--- src/rtl/core/cfgc_pkg.sv ---
// Shared types, constants and the CRC byte update for the CRC-32 FCS generator/checker.
package cfgc_pkg;

	localparam logic [31:0] CRC_POLY   = 32'h04C1_1DB7;
	localparam logic [31:0] CRC_INIT   = 32'hFFFF_FFFF;
	localparam logic [31:0] CRC_XOROUT = 32'hFFFF_FFFF;
	localparam logic [31:0] CRC_TOPBIT = 32'h8000_0000;

	// Trailing FCS length in bytes; also the depth of the verify delay line
	localparam int unsigned FCS_BYTES = 4;
	localparam int unsigned CNT_W     = $clog2(FCS_BYTES + 1);

	typedef enum logic [1:0] {
		ST_NONE    = 2'd0,
		ST_VALID   = 2'd1,
		ST_CORRUPT = 2'd2,
		ST_SHORT   = 2'd3
	} check_status_t;

	typedef struct packed {
		logic [7:0] data_byte;
		logic       frame_end;
	} byte_beat_t;

	typedef struct packed {
		logic [7:0]    out_byte;
		logic          is_fcs;
		logic          last_out;
		check_status_t check_status;
		logic [31:0]   computed_crc;
		logic [31:0]   received_fcs;
	} result_beat_t;

	// Input register contents handed to the frame core
	typedef struct packed {
		logic       valid;
		byte_beat_t beat;
	} stage_t;

	// One byte of MSB-first CRC, unrolled over eight bit steps
	function automatic logic [31:0] crc_byte(input logic [31:0] crc, input logic [7:0] b);
		logic [31:0] c;
		c = crc ^ {b, 24'h0};
		for (int i = 0; i < 8; i++) begin
			if ((c & CRC_TOPBIT) != 32'h0) begin
				c = (c << 1) ^ CRC_POLY;
			end else begin
				c = c << 1;
			end
		end
		return c;
	endfunction

endpackage

--- src/rtl/core/cfgc_byte_if.sv ---
// Byte input channel: valid/ready with one frame byte and its end-of-frame mark.
interface cfgc_byte_if import cfgc_pkg::*; ();
	logic       valid;
	logic       ready;
	byte_beat_t payload;

	modport source (output valid, output payload, input ready);
	modport sink (input valid, input payload, output ready);
endinterface

--- src/rtl/core/cfgc_result_if.sv ---
// Result channel: valid/ready with one output beat.
interface cfgc_result_if import cfgc_pkg::*; ();
	logic         valid;
	logic         ready;
	result_beat_t payload;

	modport source (output valid, output payload, input ready);
	modport sink (input valid, input payload, output ready);
endinterface

--- src/rtl/core/cfgc_cfg_if.sv ---
// Configuration write channel carrying the check_mode bit.
interface cfgc_cfg_if import cfgc_pkg::*; ();
	logic valid;
	logic ready;
	logic data;

	modport source (output valid, output data, input ready);
	modport sink (input valid, input data, output ready);
endinterface

--- src/rtl/core/cfgc_in_stage.sv ---
// Input register: captures one byte beat, frees when the core takes it.
module cfgc_in_stage import cfgc_pkg::*; (
	input  logic        clk,
	input  logic        arst_n,
	cfgc_byte_if.sink   byte_ch,
	input  logic        take,
	output stage_t      s1
);

	logic       valid_s1;
	byte_beat_t beat_s1;

	// Accept when empty or when the held beat leaves this cycle
	assign byte_ch.ready = !valid_s1 || take;

	always_ff @(posedge clk or negedge arst_n) begin
		if (!arst_n) begin
			valid_s1 <= 1'b0;
		end else if (byte_ch.ready) begin
			valid_s1 <= byte_ch.valid;
		end
	end

	always_ff @(posedge clk) begin
		if (byte_ch.valid && byte_ch.ready) begin
			beat_s1 <= byte_ch.payload;
		end
	end

	assign s1 = '{valid: valid_s1, beat: beat_s1};

endmodule

--- src/rtl/core/cfgc_frame_core.sv ---
// Frame core: CRC state, verify delay line, FCS append sequencer and result register.
module cfgc_frame_core import cfgc_pkg::*; (
	input  logic          clk,
	input  logic          arst_n,
	cfgc_cfg_if.sink      cfg_ch,
	input  stage_t        s1,
	output logic          take,
	cfgc_result_if.source result_ch
);

	logic                check_mode_q;
	logic [31:0]         crc_q;
	logic [7:0]          tail_q [FCS_BYTES];
	logic [CNT_W-1:0]    held_q;
	logic [CNT_W-1:0]    fcs_cnt_q;
	logic [31:0]         fcs_shift_q;
	logic [31:0]         fin_q;
	logic                out_valid_q;
	result_beat_t        out_beat_q;

	logic                slot_free;
	logic                fcs_busy;
	logic                held_full;
	logic [7:0]          upd_byte;
	logic [31:0]         crc_upd;
	logic [31:0]         crc_next;
	logic [31:0]         fin_next;
	logic [CNT_W-1:0]    held_next;
	logic [7:0]          tail_next [FCS_BYTES];
	logic [31:0]         recv;
	logic                emit;
	result_beat_t        beat_n;

	// Config register, always ready
	assign cfg_ch.ready = 1'b1;

	always_ff @(posedge clk or negedge arst_n) begin
		if (!arst_n) begin
			check_mode_q <= 1'b0;
		end else if (cfg_ch.valid) begin
			check_mode_q <= cfg_ch.data;
		end
	end

	// Handshake: output slot free, FCS bytes go ahead of new input
	assign slot_free = !out_valid_q || result_ch.ready;
	assign fcs_busy  = fcs_cnt_q != '0;
	assign take      = slot_free && !fcs_busy && s1.valid;

	// Shared CRC update: input byte in generate, oldest delayed byte in verify
	assign held_full = held_q >= CNT_W'(FCS_BYTES);
	assign upd_byte  = check_mode_q ? tail_q[0] : s1.beat.data_byte;
	assign crc_upd   = crc_byte(crc_q, upd_byte);
	assign crc_next  = (!check_mode_q || held_full) ? crc_upd : crc_q;
	assign fin_next  = crc_next ^ CRC_XOROUT;
	assign held_next = held_full ? CNT_W'(FCS_BYTES) : held_q + CNT_W'(1);

	// Delay line shifted by one byte
	always_comb begin
		for (int i = 0; i < FCS_BYTES - 1; i++) begin
			tail_next[i] = tail_q[i + 1];
		end
		tail_next[FCS_BYTES - 1] = s1.beat.data_byte;
	end

	always_comb begin
		recv = '0;
		for (int i = 0; i < FCS_BYTES; i++) begin
			recv = {recv[23:0], tail_next[i]};
		end
	end

	// Next result beat
	always_comb begin
		beat_n = '0;
		emit   = 1'b0;
		if (fcs_busy) begin
			emit            = 1'b1;
			beat_n.out_byte = fcs_shift_q[31:24];
			beat_n.is_fcs   = 1'b1;
			if (fcs_cnt_q == CNT_W'(1)) begin
				beat_n.last_out     = 1'b1;
				beat_n.computed_crc = fin_q;
			end
		end else if (take) begin
			if (!check_mode_q) begin
				emit            = 1'b1;
				beat_n.out_byte = s1.beat.data_byte;
			end else if (s1.beat.frame_end) begin
				emit            = 1'b1;
				beat_n.last_out = 1'b1;
				if (!held_full && held_next < CNT_W'(FCS_BYTES)) begin
					beat_n.check_status = ST_SHORT;
				end else begin
					beat_n.check_status = (fin_next == recv) ? ST_VALID : ST_CORRUPT;
					beat_n.computed_crc = fin_next;
					beat_n.received_fcs = recv;
				end
			end
		end
	end

	// Result register
	always_ff @(posedge clk or negedge arst_n) begin
		if (!arst_n) begin
			out_valid_q <= 1'b0;
		end else if (slot_free) begin
			out_valid_q <= emit;
		end
	end

	always_ff @(posedge clk) begin
		if (slot_free && emit) begin
			out_beat_q <= beat_n;
		end
	end

	assign result_ch.valid   = out_valid_q;
	assign result_ch.payload = out_beat_q;

	// FCS append sequencer
	always_ff @(posedge clk or negedge arst_n) begin
		if (!arst_n) begin
			fcs_cnt_q <= '0;
		end else if (slot_free) begin
			if (fcs_busy) begin
				fcs_cnt_q <= fcs_cnt_q - CNT_W'(1);
			end else if (take && !check_mode_q && s1.beat.frame_end) begin
				fcs_cnt_q <= CNT_W'(FCS_BYTES);
			end
		end
	end

	always_ff @(posedge clk) begin
		if (slot_free) begin
			if (fcs_busy) begin
				fcs_shift_q <= {fcs_shift_q[23:0], 8'h00};
			end else if (take && !check_mode_q && s1.beat.frame_end) begin
				fcs_shift_q <= fin_next;
				fin_q       <= fin_next;
			end
		end
	end

	// Frame state: cleared at every frame end
	always_ff @(posedge clk or negedge arst_n) begin
		if (!arst_n) begin
			crc_q  <= CRC_INIT;
			held_q <= '0;
			for (int i = 0; i < FCS_BYTES; i++) begin
				tail_q[i] <= 8'h00;
			end
		end else if (take) begin
			if (s1.beat.frame_end) begin
				crc_q  <= CRC_INIT;
				held_q <= '0;
				for (int i = 0; i < FCS_BYTES; i++) begin
					tail_q[i] <= 8'h00;
				end
			end else begin
				crc_q <= crc_next;
				if (check_mode_q) begin
					held_q <= held_next;
					for (int i = 0; i < FCS_BYTES; i++) begin
						tail_q[i] <= tail_next[i];
					end
				end
			end
		end
	end

endmodule

--- src/rtl/core/crc32_frame_fcs_gen_check.sv ---
// Top level of the CRC-32 frame FCS generator and checker.
//
// Channels: byte_ch takes frame bytes with a frame_end mark; result_ch delivers
// result beats; cfg_ch writes check_mode (0 generate, 1 verify) while idle.
// The CRC is MSB-first, polynomial 04C11DB7, init and final XOR FFFFFFFF.
// Generate: each byte comes back as one beat; after the last byte four FCS
// beats follow, most significant byte first, the last one with last_out set.
// Verify: no beat per byte; at frame end one status beat (valid, corrupted,
// too short), with the computed CRC and the received FCS unless too short.
// The user must write check_mode only while idle; the block does not enforce it.
// A byte's beat passes through the input register, then the result register.
// Throughput: one byte per cycle unless result_ch stalls; a generate-mode frame
// end holds input while the FCS beats go out from the result register.
// The CRC update is one unrolled byte step between those two registers.
// Reset inits the CRC and clears the delay line, counters and check_mode (generate).
// When result_ch stalls, the result register holds and the input register
// takes at most one more byte before byte_ch.ready drops.
module crc32_frame_fcs_gen_check import cfgc_pkg::*; (
	input  logic          clk,
	input  logic          arst_n,
	cfgc_cfg_if.sink      cfg_ch,
	cfgc_byte_if.sink     byte_ch,
	cfgc_result_if.source result_ch
);

	stage_t s1;
	logic   take;

	cfgc_in_stage u_in_stage (
		.clk     (clk),
		.arst_n  (arst_n),
		.byte_ch (byte_ch),
		.take    (take),
		.s1      (s1)
	);

	cfgc_frame_core u_frame_core (
		.clk       (clk),
		.arst_n    (arst_n),
		.cfg_ch    (cfg_ch),
		.s1        (s1),
		.take      (take),
		.result_ch (result_ch)
	);

endmodule

--- src/flat_wrapper.sv ---
// flat-port wrapper written by rule: the top's interface ports become plain ports
module crc32_frame_fcs_gen_check_flat import cfgc_pkg::*;
  (clk, arst_n, cfg_ch_valid, cfg_ch_data, cfg_ch_ready, byte_ch_valid, byte_ch_payload, byte_ch_ready, result_ch_valid, result_ch_payload, result_ch_ready);
  cfgc_cfg_if cfg_ch_i ();
  cfgc_byte_if byte_ch_i ();
  cfgc_result_if result_ch_i ();
  input  logic clk;
  input  logic arst_n;
  input wire logic [$bits(cfg_ch_i.valid)-1:0] cfg_ch_valid;
  input wire logic [$bits(cfg_ch_i.data)-1:0] cfg_ch_data;
  output wire logic [$bits(cfg_ch_i.ready)-1:0] cfg_ch_ready;
  input wire logic [$bits(byte_ch_i.valid)-1:0] byte_ch_valid;
  input wire logic [$bits(byte_ch_i.payload)-1:0] byte_ch_payload;
  output wire logic [$bits(byte_ch_i.ready)-1:0] byte_ch_ready;
  output wire logic [$bits(result_ch_i.valid)-1:0] result_ch_valid;
  output wire logic [$bits(result_ch_i.payload)-1:0] result_ch_payload;
  input wire logic [$bits(result_ch_i.ready)-1:0] result_ch_ready;
  assign cfg_ch_i.valid = cfg_ch_valid;
  assign cfg_ch_i.data = cfg_ch_data;
  assign cfg_ch_ready = cfg_ch_i.ready;
  assign byte_ch_i.valid = byte_ch_valid;
  assign byte_ch_i.payload = byte_ch_payload;
  assign byte_ch_ready = byte_ch_i.ready;
  assign result_ch_valid = result_ch_i.valid;
  assign result_ch_payload = result_ch_i.payload;
  assign result_ch_i.ready = result_ch_ready;
  crc32_frame_fcs_gen_check u_core (.clk(clk), .arst_n(arst_n), .cfg_ch(cfg_ch_i), .byte_ch(byte_ch_i), .result_ch(result_ch_i));
endmodule
--- config.mk ---
export PLATFORM = sky130hd
export DESIGN_NAME = crc32_frame_fcs_gen_check_flat
export DESIGN_NICKNAME = d
export VERILOG_FILES = /design/src/rtl/core/cfgc_pkg.sv /design/src/rtl/core/cfgc_byte_if.sv /design/src/rtl/core/cfgc_result_if.sv /design/src/rtl/core/cfgc_cfg_if.sv /design/src/rtl/core/cfgc_in_stage.sv /design/src/rtl/core/cfgc_frame_core.sv /design/src/rtl/core/crc32_frame_fcs_gen_check.sv /design/src/flat_wrapper.sv
export SDC_FILE = /design/constraint.sdc
export NUM_CORES = 1
export LEC_CHECK = 0
export BUFFER_PORTS_ARGS = -buffer_cell sky130_fd_sc_hd__buf_4
export CAP_MARGIN = 15
export CORE_MARGIN = 4
export CORE_UTILIZATION = 44
export DETAILED_ROUTE_END_ITERATION = 8
export GPL_TIMING_DRIVEN = 1
export PLACE_DENSITY = 0.73
export SYNTH_ARGS = -nofsm -noshare
export SYNTH_HDL_FRONTEND = slang
export SYNTH_SLANG_ARGS = --single-unit
--- constraint.sdc ---
create_clock -name clk -period 15.3 [get_ports clk]
set_input_delay 3.06 -clock clk [delete_from_list [all_inputs] [get_ports clk]]
set_output_delay 3.06 -clock clk [all_outputs]
set_load 0.02 [all_outputs]
==> summary.txt, run 1 <==
Timing
  – Hold slack final: 0.507 ns
  – Transition time at the pin with the least slew margin: 1.02 ns
  – TNS Setup: 0 ns
  – Minimum clock period: 7.04 ns
  – Final Skew: 0.0182 ns
  – Max Fclk: 0.142 GHz
  – Relative slew slack: 31.6%
  – Post-route clock period utilization: 46.0%
  – Post-layout worst setup margin: 8.26 ns
  – RSZ-0062 raised after global routing: no
  – Count of endpoints failing hold in the final timing report: 0
  – Final-report max-slew violation count: 0
  – # setup viols final: 0

Critical path
  – Data required time at the worst endpoint: 12.24 ns
  – Signal arrival time at the worst endpoint: 3.98 ns
  – Sequence of cells on the critical path: buf_4 > nor2b_1 > o21ai_0 > buf_4
  – Kind of cell with the highest combined delay on the critical path: simple AND/OR/NAND/NOR gates
  – Library cell contributing the largest single delay on the critical path: sky130_fd_sc_hd__nor2b_1
  – Critical Path End Type: output pin
  – Sort of element at the start of the critical path: input pin
  – Critical path class: input pin to output pin
  – Crit Path Max Fanout: 5
  – Most frequent cell on the critical path: sky130_fd_sc_hd__buf_4
  – Maximum cell stage delay along the critical path: 0.38 ns
  – CP Buf/Inv Count: 2

GRT
  – Initial antenna violation count: 2
  – Largest net degree at the start of global routing: 52
  – Global-route total usage across every layer: 20.7%
  – Via count of the first global-routing pass: 6476
  – Wire length of the first global-routing pass: 40.9 mm
  – Total global routing overflow: 0

Power and ir drop
  – Net Sw Power: 1250 uW
  – Share of power burned in combinational logic: 49.1%
  – Power density cells: 255 nW/um2
  – Clock group share of total power: 17.4%
  – Register share of total power: 33.5%
  – Leakage power summed over all cells: 0.00495 uW
  – Switching power share of the total: 40.7%
  – Internal Power: 1820 uW
  – VDD IR max: 0.141 mV

Clocking
  – Clock latency on the worst-skew pair: 0.52 ns
  – Number of buffers inserted by hold repair at cts: 0
  – Maximum root-to-sink buffer count: 3
  – Quantity of gates resized following cts: 0
  – Post CTS Setup Buffer Count: 0
  – Number of clock buffers inserted by TritonCTS: 23
  – Num Clock Sinks: 222
  – TritonCTS clock tree: done
  – Count of H-tree levels built during CTS: 1
  – Cell chosen for the clock root: sky130_fd_sc_hd__clkbuf_16
  – Clock-pin slew reported for the worst setup and hold paths after clock tree synthesis: 0.06 ns

Layout
  – Fin cells: 1189
  – Share of layout cells above drive strength 1: 24.7%
  – Diodes inserted: 0
  – Most frequent cells in the layout: sky130_fd_sc_hd__edfxtp_1 (149), sky130_fd_sc_hd__buf_4 (106), sky130_fd_sc_hd__nor2_1 (92), sky130_fd_sc_hd__a22o_1 (66), sky130_fd_sc_hd__a21oi_1 (51)
  – Final nets: 877
  – Most common library cell in the layout ignoring fill and taps: sky130_fd_sc_hd__edfxtp_1
  – Layout fillers: 1937
  – Synth-to-layout area growth: 17.0%

Drt
  – Total number of vias: 6562
  – Average wire length per cell after detail routing: 23.0 um
  – Initial DRC Count: 528
  – Final routed DRC violation total: 0
  – Final wirelength: 27.3 mm
  – Via count normalized by instance count: 5.52
  – Count of TritonRoute iterations in the first routing pass: 5
  – Post-DRT Antenna Nets: 0

Die
  – Vert. Die Dim: 161 um
  – Die boundary width: 161 um
  – Effective utilization at floorplan: 45.2%
  – Floorplan row count: 55
  – Core region area: 22800 um2
  – Number of top-level pins: 94
  – Total Die Area: 26000 um2

Yosys
  – Synthesis Warnings: 0
  – Largest cells by area after synthesis: sky130_fd_sc_hd__edfxtp_1 (43%), sky130_fd_sc_hd__dfrtp_1 (9.9%), sky130_fd_sc_hd__dfstp_2 (8.1%), sky130_fd_sc_hd__a22o_1 (5.6%), sky130_fd_sc_hd__xnor3_1 (4.1%)
  – Prevailing post-synth register cell: sky130_fd_sc_hd__edfxtp_1
  – Count of unique library cells instantiated by Yosys: 62
  – Post-Syn Area: 10300 um2
  – Sequential-to-total area share from yosys stat: 61.4%
  – Number of enable flip-flop cells after synthesis: 149
  – Library cell with the largest summed area after synthesis: sky130_fd_sc_hd__edfxtp_1
  – Mean cell area of the mapped netlist: 13.4 um2
  – Fraction of post-synthesis cell area in the top cell type by area: 43.3%
  – Synth Net Count: 789
  – Proportion of register bits with asynchronous set or reset after synthesis: 32.9%
  – FF+latch count, synth: 222
  – Synth Instances: 771

Placement
  – Setup slack at placement: 8.27 ns
  – HPWL Detailed: 19.0 mm
  – Count of port buffers added during placement: 92
  – Cell count after placement: 1147
  – Weighted congestion at the end of routability-driven global placement: 0.924

Job
  – Count of maximum capacitance violations: 0

Run status
  – Run status: completed

Min path
  – Worst hold path class: flip-flop to flip-flop
## path summary, 6_finish.rpt
kind	from	endpoint	slack (ns)	depth (start not counted)
worst max-delay path	result_ch_ready	byte_ch_ready	8.26	4
worst min-delay path	u_core.u_frame_core.tail_q[31]	u_core.u_frame_core.tail_q[31]	0.51	1
worst max register to register	u_core.u_frame_core.check_mode_q	u_core.u_frame_core.result_ch.payload[65]	10.92	9
worst min register to register	u_core.u_frame_core.tail_q[31]	u_core.u_frame_core.tail_q[31]	0.51	1
max in group asynchronous	arst_n	u_core.u_frame_core.crc_q[30]	11.86	2
min in group asynchronous	arst_n	u_core.u_frame_core.fcs_cnt_q[2]	2.47	1
## metrics by stage
step | power [uW] | utilization [%] | area, um2
floorplan | 2040 | - | 10300
global placement | 2530 | 49.8 | 11400
detailed placement | 2540 | 49.8 | 11400
CTS | 3080 | 52.9 | 12100
global route | 3220 | 52.9 | 12100
finish | 3080 | 52.9 | 12100
## synth_stat cells (3+ instances only)
cell type                   instances
sky130_fd_sc_hd__xnor2_2            6
sky130_fd_sc_hd__mux2i_2            3
sky130_fd_sc_hd__nand2_1           25
sky130_fd_sc_hd__dfrtp_1           41
sky130_fd_sc_hd__xnor2_1           33
sky130_fd_sc_hd__inv_1             29
sky130_fd_sc_hd__and3_1             3
sky130_fd_sc_hd__ha_1               3
sky130_fd_sc_hd__o21ai_1            3
sky130_fd_sc_hd__xor2_1            17
sky130_fd_sc_hd__xnor3_1           19
sky130_fd_sc_hd__nand2b_1           3
sky130_fd_sc_hd__nand4_1            5
sky130_fd_sc_hd__clkbuf_1          36
sky130_fd_sc_hd__edfxtp_1         149
sky130_fd_sc_hd__buf_1              4
sky130_fd_sc_hd__o221ai_1           4
sky130_fd_sc_hd__a21oi_1           53
sky130_fd_sc_hd__a22o_1            66
sky130_fd_sc_hd__mux2i_1           20
sky130_fd_sc_hd__nor2_1            94
sky130_fd_sc_hd__xor3_1             5
sky130_fd_sc_hd__and2_1            27
sky130_fd_sc_hd__a2bb2oi_1          4
sky130_fd_sc_hd__a22oi_1            6
sky130_fd_sc_hd__a221oi_1           3
sky130_fd_sc_hd__mux2_2            14
sky130_fd_sc_hd__o21ai_0           19
sky130_fd_sc_hd__dfstp_2           32
## state kept, by name, indices dropped and copies added (netlist names), 3 cells and up
| register | cells |
|---|---|
| u_core.u_frame_core.result_ch.payload | 76 |
| u_core.u_frame_core.crc_q | 32 |
| u_core.u_frame_core.fcs_shift_q | 32 |
| u_core.u_frame_core.fin_q | 32 |
| u_core.u_frame_core.recv | 24 |
| u_core.u_in_stage.s1 | 9 |
| u_core.u_frame_core.tail_q | 8 |
| u_core.u_frame_core.fcs_cnt_q | 3 |
| u_core.u_frame_core.held_q | 3 |
## power by group through the flow
| stage | registers [uW] | logic [uW] | clock network [uW] |
|---|---|---|---|
| floorplan | 1030 | 1010 | 0 |
| global placement | 1040 | 1500 | 0 |
| detailed placement | 1040 | 1500 | 0 |
| CTS | 1030 | 1510 | 547 |
| global route | 1050 | 1600 | 574 |
| finish | 1030 | 1510 | 536 |
## worst reg2reg max path: cells and delay by family, from the launching register on
family / cells / cell delay, ns
XOR/XNOR: 3 / 1.47
AND/OR/NAND/NOR: 3 / 0.99
multiplexers: 1 / 0.37
AO/OA/AOI/OAI: 2 / 0.44
flip-flops: 1 / 0.86
## area by class of cell
cell class / count / area, um2 / area share [%]
Clock buffer: 27 / 601 / 4.97
Multi-Input combinational cell: 476 / 3730 / 30.9
Sequential cell: 222 / 6340 / 52.5
Tap cell: 313 / 392 / 3.24
Inverter: 30 / 113 / 0.932
Clock inverter: 15 / 115 / 0.952
Timing Repair Buffer: 106 / 796 / 6.58
## routing by layer
layer | vias up | routed length (um) | part of all wire [%] | track usage (%)
met4 | 0 | 719 | 2.6 | 5.66
li1 | 2995 | - | - | -
met2 | 238 | 12900 | 47 | 33.6
met1 | 3278 | 11900 | 44 | 29.1
met5 | - | 0 | 0 | 0
met3 | 51 | 1850 | 6.7 | 3.50
## cells by family after synthesis
| group | synth area share (%) |
|---|---|
| compound gates | 12.6 |
| xor+xnor | 11.6 |
| fa+ha+maj | 0.363 |
| buf+inv | 2.80 |
| flops | 61.4 |
| mux | 3.86 |
| other cells | 0.0363 |
| simple gates | 7.32 |
No activity file was read; power rests on OpenSTA's default activity.
==> run 2: changes to the inputs <==
--- a/config.mk
+++ b/config.mk
@@ -5,6 +5,7 @@
 export SDC_FILE = /design/constraint.sdc
 export NUM_CORES = 1
 export LEC_CHECK = 0
+export ABC_AREA = 1
 export BUFFER_PORTS_ARGS = -buffer_cell sky130_fd_sc_hd__buf_4
 export CAP_MARGIN = 15
 export CORE_MARGIN = 4
==> constraint.sdc (replaced) <==
create_clock -name clk -period 7.1 [get_ports clk]
set_input_delay 1.42 -clock clk [delete_from_list [all_inputs] [get_ports clk]]
set_output_delay 1.42 -clock clk [all_outputs]
set_load 0.02 [all_outputs]
==> run 2 against run 1 <==
Against the previous run: setup slack got worse by 5.9 ns; clock skew is 0.0044 ns lower; die area up 4.6%; clock power grew 120%; sequential share of layout area is 1.9 points lower; non-clock buffer count fell by 8; synthesized area up 4.9%; register-to-register slack lost 8.5 ns; total power is 120% higher; utilization decreased by 1.2 points.
==> summary.txt, run 2 <==
Timing
  – RSZ-0062 raised after global routing: no
  – # setup viols final: 0 (unchanged)
  – Final-report max-slew violation count: 0 (unchanged)
  – Post-layout worst setup margin: 2.38 ns (-5.88 ns)
  – Count of endpoints failing hold in the final timing report: 0 (unchanged)
  – Final Skew: 0.0138 ns (-0.00441 ns)
  – Minimum clock period: 4.72 ns
  – Transition time at the pin with the least slew margin: 1.15 ns (+0.130 ns)
  – Relative slew slack: 23.0% (-8.6 points)
  – Post-route clock period utilization: 66.5%
  – Max Fclk: 0.212 GHz
  – TNS Setup: 0 ns (unchanged)

Drt
  – Final routed DRC violation total: 0 (unchanged)
  – Initial DRC Count: 942 (+78%)
  – Average wire length per cell after detail routing: 19.5 um (-15%)
  – Final wirelength: 31.8 mm (+16%)
  – Post-DRT Antenna Nets: 0 (unchanged)
  – Via count normalized by instance count: 5.43 (-1.6%)
  – Total number of vias: 8860 (+35%)
  – Count of TritonRoute iterations in the first routing pass: 5 (unchanged)

Clocking
  – Num Clock Sinks: 222 (unchanged)
  – Quantity of gates resized following cts: 0 (unchanged)
  – TritonCTS clock tree: done
  – Count of H-tree levels built during CTS: 1 (unchanged)
  – Post CTS Setup Buffer Count: 0 (unchanged)
  – Cell chosen for the clock root: sky130_fd_sc_hd__clkbuf_16
  – Number of clock buffers inserted by TritonCTS: 23 (unchanged)
  – Clock latency on the worst-skew pair: 0.53 ns (about the same)
  – Number of buffers inserted by hold repair at cts: 0 (unchanged)
  – Maximum root-to-sink buffer count: 3 (unchanged)
  – Clock-pin slew reported for the worst setup and hold paths after clock tree synthesis: 0.06 ns (about the same)

Layout
  – Largest register FFs: 76 (unchanged)
  – Fin cells: 1632 (+37%)
  – Most frequent cells in the layout: sky130_fd_sc_hd__nand2_1 (404), sky130_fd_sc_hd__inv_1 (150), sky130_fd_sc_hd__edfxtp_1 (149), sky130_fd_sc_hd__nand3_1 (100), sky130_fd_sc_hd__buf_4 (97)
  – Register Area: 6340 um2 (unchanged)
  – Synth-to-layout area growth: 15.7%
  – Diodes inserted: 0 (unchanged)
  – Share of layout cells above drive strength 1: 17.4% (-7.2 points)
  – Multi-input gate area in the final layout: 3710 um2 (-0.47%)
  – Layout fillers: 2259 (+17%)
  – Final nets: 1309 (+49%)
  – Most common library cell in the layout ignoring fill and taps: sky130_fd_sc_hd__nand2_1

Power and ir drop
  – Internal Power: 3690 uW (+100%)
  – VDD IR max: 0.250 mV (+78%)
  – Leakage power summed over all cells: 0.00582 uW (+18%)
  – Net Sw Power: 3100 uW (+150%)
  – Final total power: 6790 uW (+120%)
  – Share of power burned in combinational logic: 48.8% (-0.3 points)
  – Clock group share of total power: 17.2% (-0.2 points)
  – Switching power share of the total: 45.6% (+4.9 points)
  – Register share of total power: 34.0% (+0.5 points)
  – Power density cells: 542 nW/um2 (+110%)

Yosys
  – Synth Net Count: 1225 (+55%)
  – Fraction of post-synthesis cell area in the top cell type by area: 41.3% (-2.0 points)
  – Most common cell in the netlist: sky130_fd_sc_hd__nand2_1
  – Largest cells by area after synthesis: sky130_fd_sc_hd__edfxtp_1 (41%), sky130_fd_sc_hd__nand2_1 (14%), sky130_fd_sc_hd__dfrtp_1 (9.5%), sky130_fd_sc_hd__dfstp_2 (7.8%), sky130_fd_sc_hd__inv_1 (5.2%)
  – Synth Instances: 1207 (+57%)
  – Synthesis Warnings: 0 (unchanged)
  – Sequential-to-total area share from yosys stat: 58.5% (-2.9 points)
  – Top cell types by occurrence after synthesis: sky130_fd_sc_hd__nand2_1 (404), sky130_fd_sc_hd__inv_1 (150), sky130_fd_sc_hd__edfxtp_1 (149), sky130_fd_sc_hd__nand3_1 (100), sky130_fd_sc_hd__nor2_1 (67)
  – Prevailing post-synth register cell: sky130_fd_sc_hd__edfxtp_1
  – Number of enable flip-flop cells after synthesis: 149 (unchanged)
  – Library cell with the largest summed area after synthesis: sky130_fd_sc_hd__edfxtp_1
  – Post-Syn Area: 10800 um2 (+4.9%)
  – Mean cell area of the mapped netlist: 8.97 um2 (-33%)
  – FF+latch count, synth: 222 (unchanged)
  – Count of unique library cells instantiated by Yosys: 37 (-40%)
  – Proportion of register bits with asynchronous set or reset after synthesis: 32.9% (unchanged)

Min path
  – Worst hold path class: flip-flop to flip-flop
  – Min-Delay Path Depth: 2 (+1)
  – HP Start: u_core.u_frame_core.tail_q[31]

Critical path
  – Critical path class: flip-flop to flip-flop
  – Crit Path Max Fanout: 63 (+58)
  – Signal arrival time at the worst endpoint: 5.14 ns (+1.16 ns)
  – Sort of element at the start of the critical path: flip-flop
  – FF-to-FF Start: u_core.u_frame_core.fcs_cnt_q[0]
  – Data required time at the worst endpoint: 7.52 ns (-4.72 ns)
  – Cell depth of the worst flop-to-flop path: 11 (+2)
  – Critical Path End Type: flip-flop
  – Setup slack of the most critical reg-to-reg path: 2.38 ns (-8.54 ns)
  – Worst setup path startpoint: u_core.u_frame_core.fcs_cnt_q[0]

Placement
  – HPWL Detailed: 22.2 mm (+17%)
  – Count of port buffers added during placement: 92 (unchanged)
  – Setup slack at placement: 2.30 ns (-5.97 ns)
  – Cell count after placement: 1589 (+39%)
  – Weighted congestion at the end of routability-driven global placement: 0.945 (+2.3%)

GRT
  – Global-route total usage across every layer: 23.4% (+2.7 points)
  – Via count of the first global-routing pass: 8222 (+27%)
  – Total global routing overflow: 0 (unchanged)
  – Initial antenna violation count: 0 (-2)
  – Largest net degree at the start of global routing: 74 (+42%)
  – Wire length of the first global-routing pass: 48.1 mm (+18%)

Die
  – Number of top-level pins: 94 (unchanged)
  – Effective utilization at floorplan: 44.7% (-0.53 points)
  – Floorplan row count: 57 (+3.6%)
  – Die boundary width: 165 um (+2.3%)
  – Core region area: 24200 um2 (+6.1%)
  – Total Die Area: 27200 um2 (+4.6%)
  – Vert. Die Dim: 165 um (+2.3%)

Run status
  – Run status: completed

Job
  – Count of maximum capacitance violations: 0 (unchanged)
==> run 2: cell families after synthesis <==
logic type	share of synthesized area, %
AO/OA/AOI/OAI	8.07
XOR/XNOR	0.566
adder cells (fa/ha/maj)	0.347
buffers and inverters	7.37
flip-flops	58.5
other	0.0346
AND/OR/NAND/NOR	25.1
==> run 2: layout make-up <==
cell class | instances | area share, %
flip-flops and latches | 222 | 50.6
inverters | 161 | 4.86
multi-input cells | 785 | 29.6
clock inverters | 12 | 0.858
repair buffers | 98 | 5.97
clock buffers | 30 | 4.88
well taps | 324 | 3.23
==> run 2: power groups by stage <==
stage | registers [uW] | logic, uW | clock network (uW)
after floorplan | 2550 | 1890 | 0
after global placement | 2320 | 3190 | 0
after detailed placement | 2330 | 3250 | 0
after CTS | 2310 | 3270 | 1180
after global routing | 2350 | 3640 | 1230
final | 2310 | 3320 | 1170
==> run 2: path summary, 6_finish.rpt <==
path / to
worst min-delay path: u_core.u_frame_core.tail_q[31]
worst min register to register: u_core.u_frame_core.tail_q[31]
worst max-delay path: u_core.u_frame_core.held_q[1]
max in group asynchronous: u_core.u_frame_core.recv[10]
min in group asynchronous: u_core.u_frame_core.check_mode_q
worst max register to register: u_core.u_frame_core.held_q[1]
==> run 2: through the flow <==
stage | cell area, um2 | hold slack [ns] | utilization (%)
after floorplan | 10800 | 0.453 | -
after global placement | 11800 | 0.468 | 48.7
after detailed placement | 11800 | 0.474 | 48.7
after CTS | 12500 | 0.490 | 51.6
after global routing | 12500 | 0.506 | 51.7
final | 12500 | 0.484 | 51.7
==> run 2: worst max-delay path, cell delays in order, from the launching register on <==
cell and delay [ns]:
sky130_fd_sc_hd__dfrtp_1 0.39, sky130_fd_sc_hd__nor2_1 0.09, sky130_fd_sc_hd__ha_1 0.33, sky130_fd_sc_hd__inv_2 0.72, sky130_fd_sc_hd__nor2_1 0.18, sky130_fd_sc_hd__inv_1 0.09, sky130_fd_sc_hd__nor2_1 0.07, sky130_fd_sc_hd__inv_2 0.67
sky130_fd_sc_hd__nor2_1 0.14, sky130_fd_sc_hd__nor2_1 0.57, sky130_fd_sc_hd__clkinv_1 0.94, sky130_fd_sc_hd__o21ai_0 0.40
==> run 2: layer usage <==
layer | up-vias | track usage, % | routed length (um)
met5 | - | 0 | 0
met2 | 426 | 36.1 | 14100
met3 | 80 | 4.77 | 3110
met1 | 4220 | 33.1 | 13400
met4 | 0 | 8.20 | 1190
li1 | 4134 | - | -
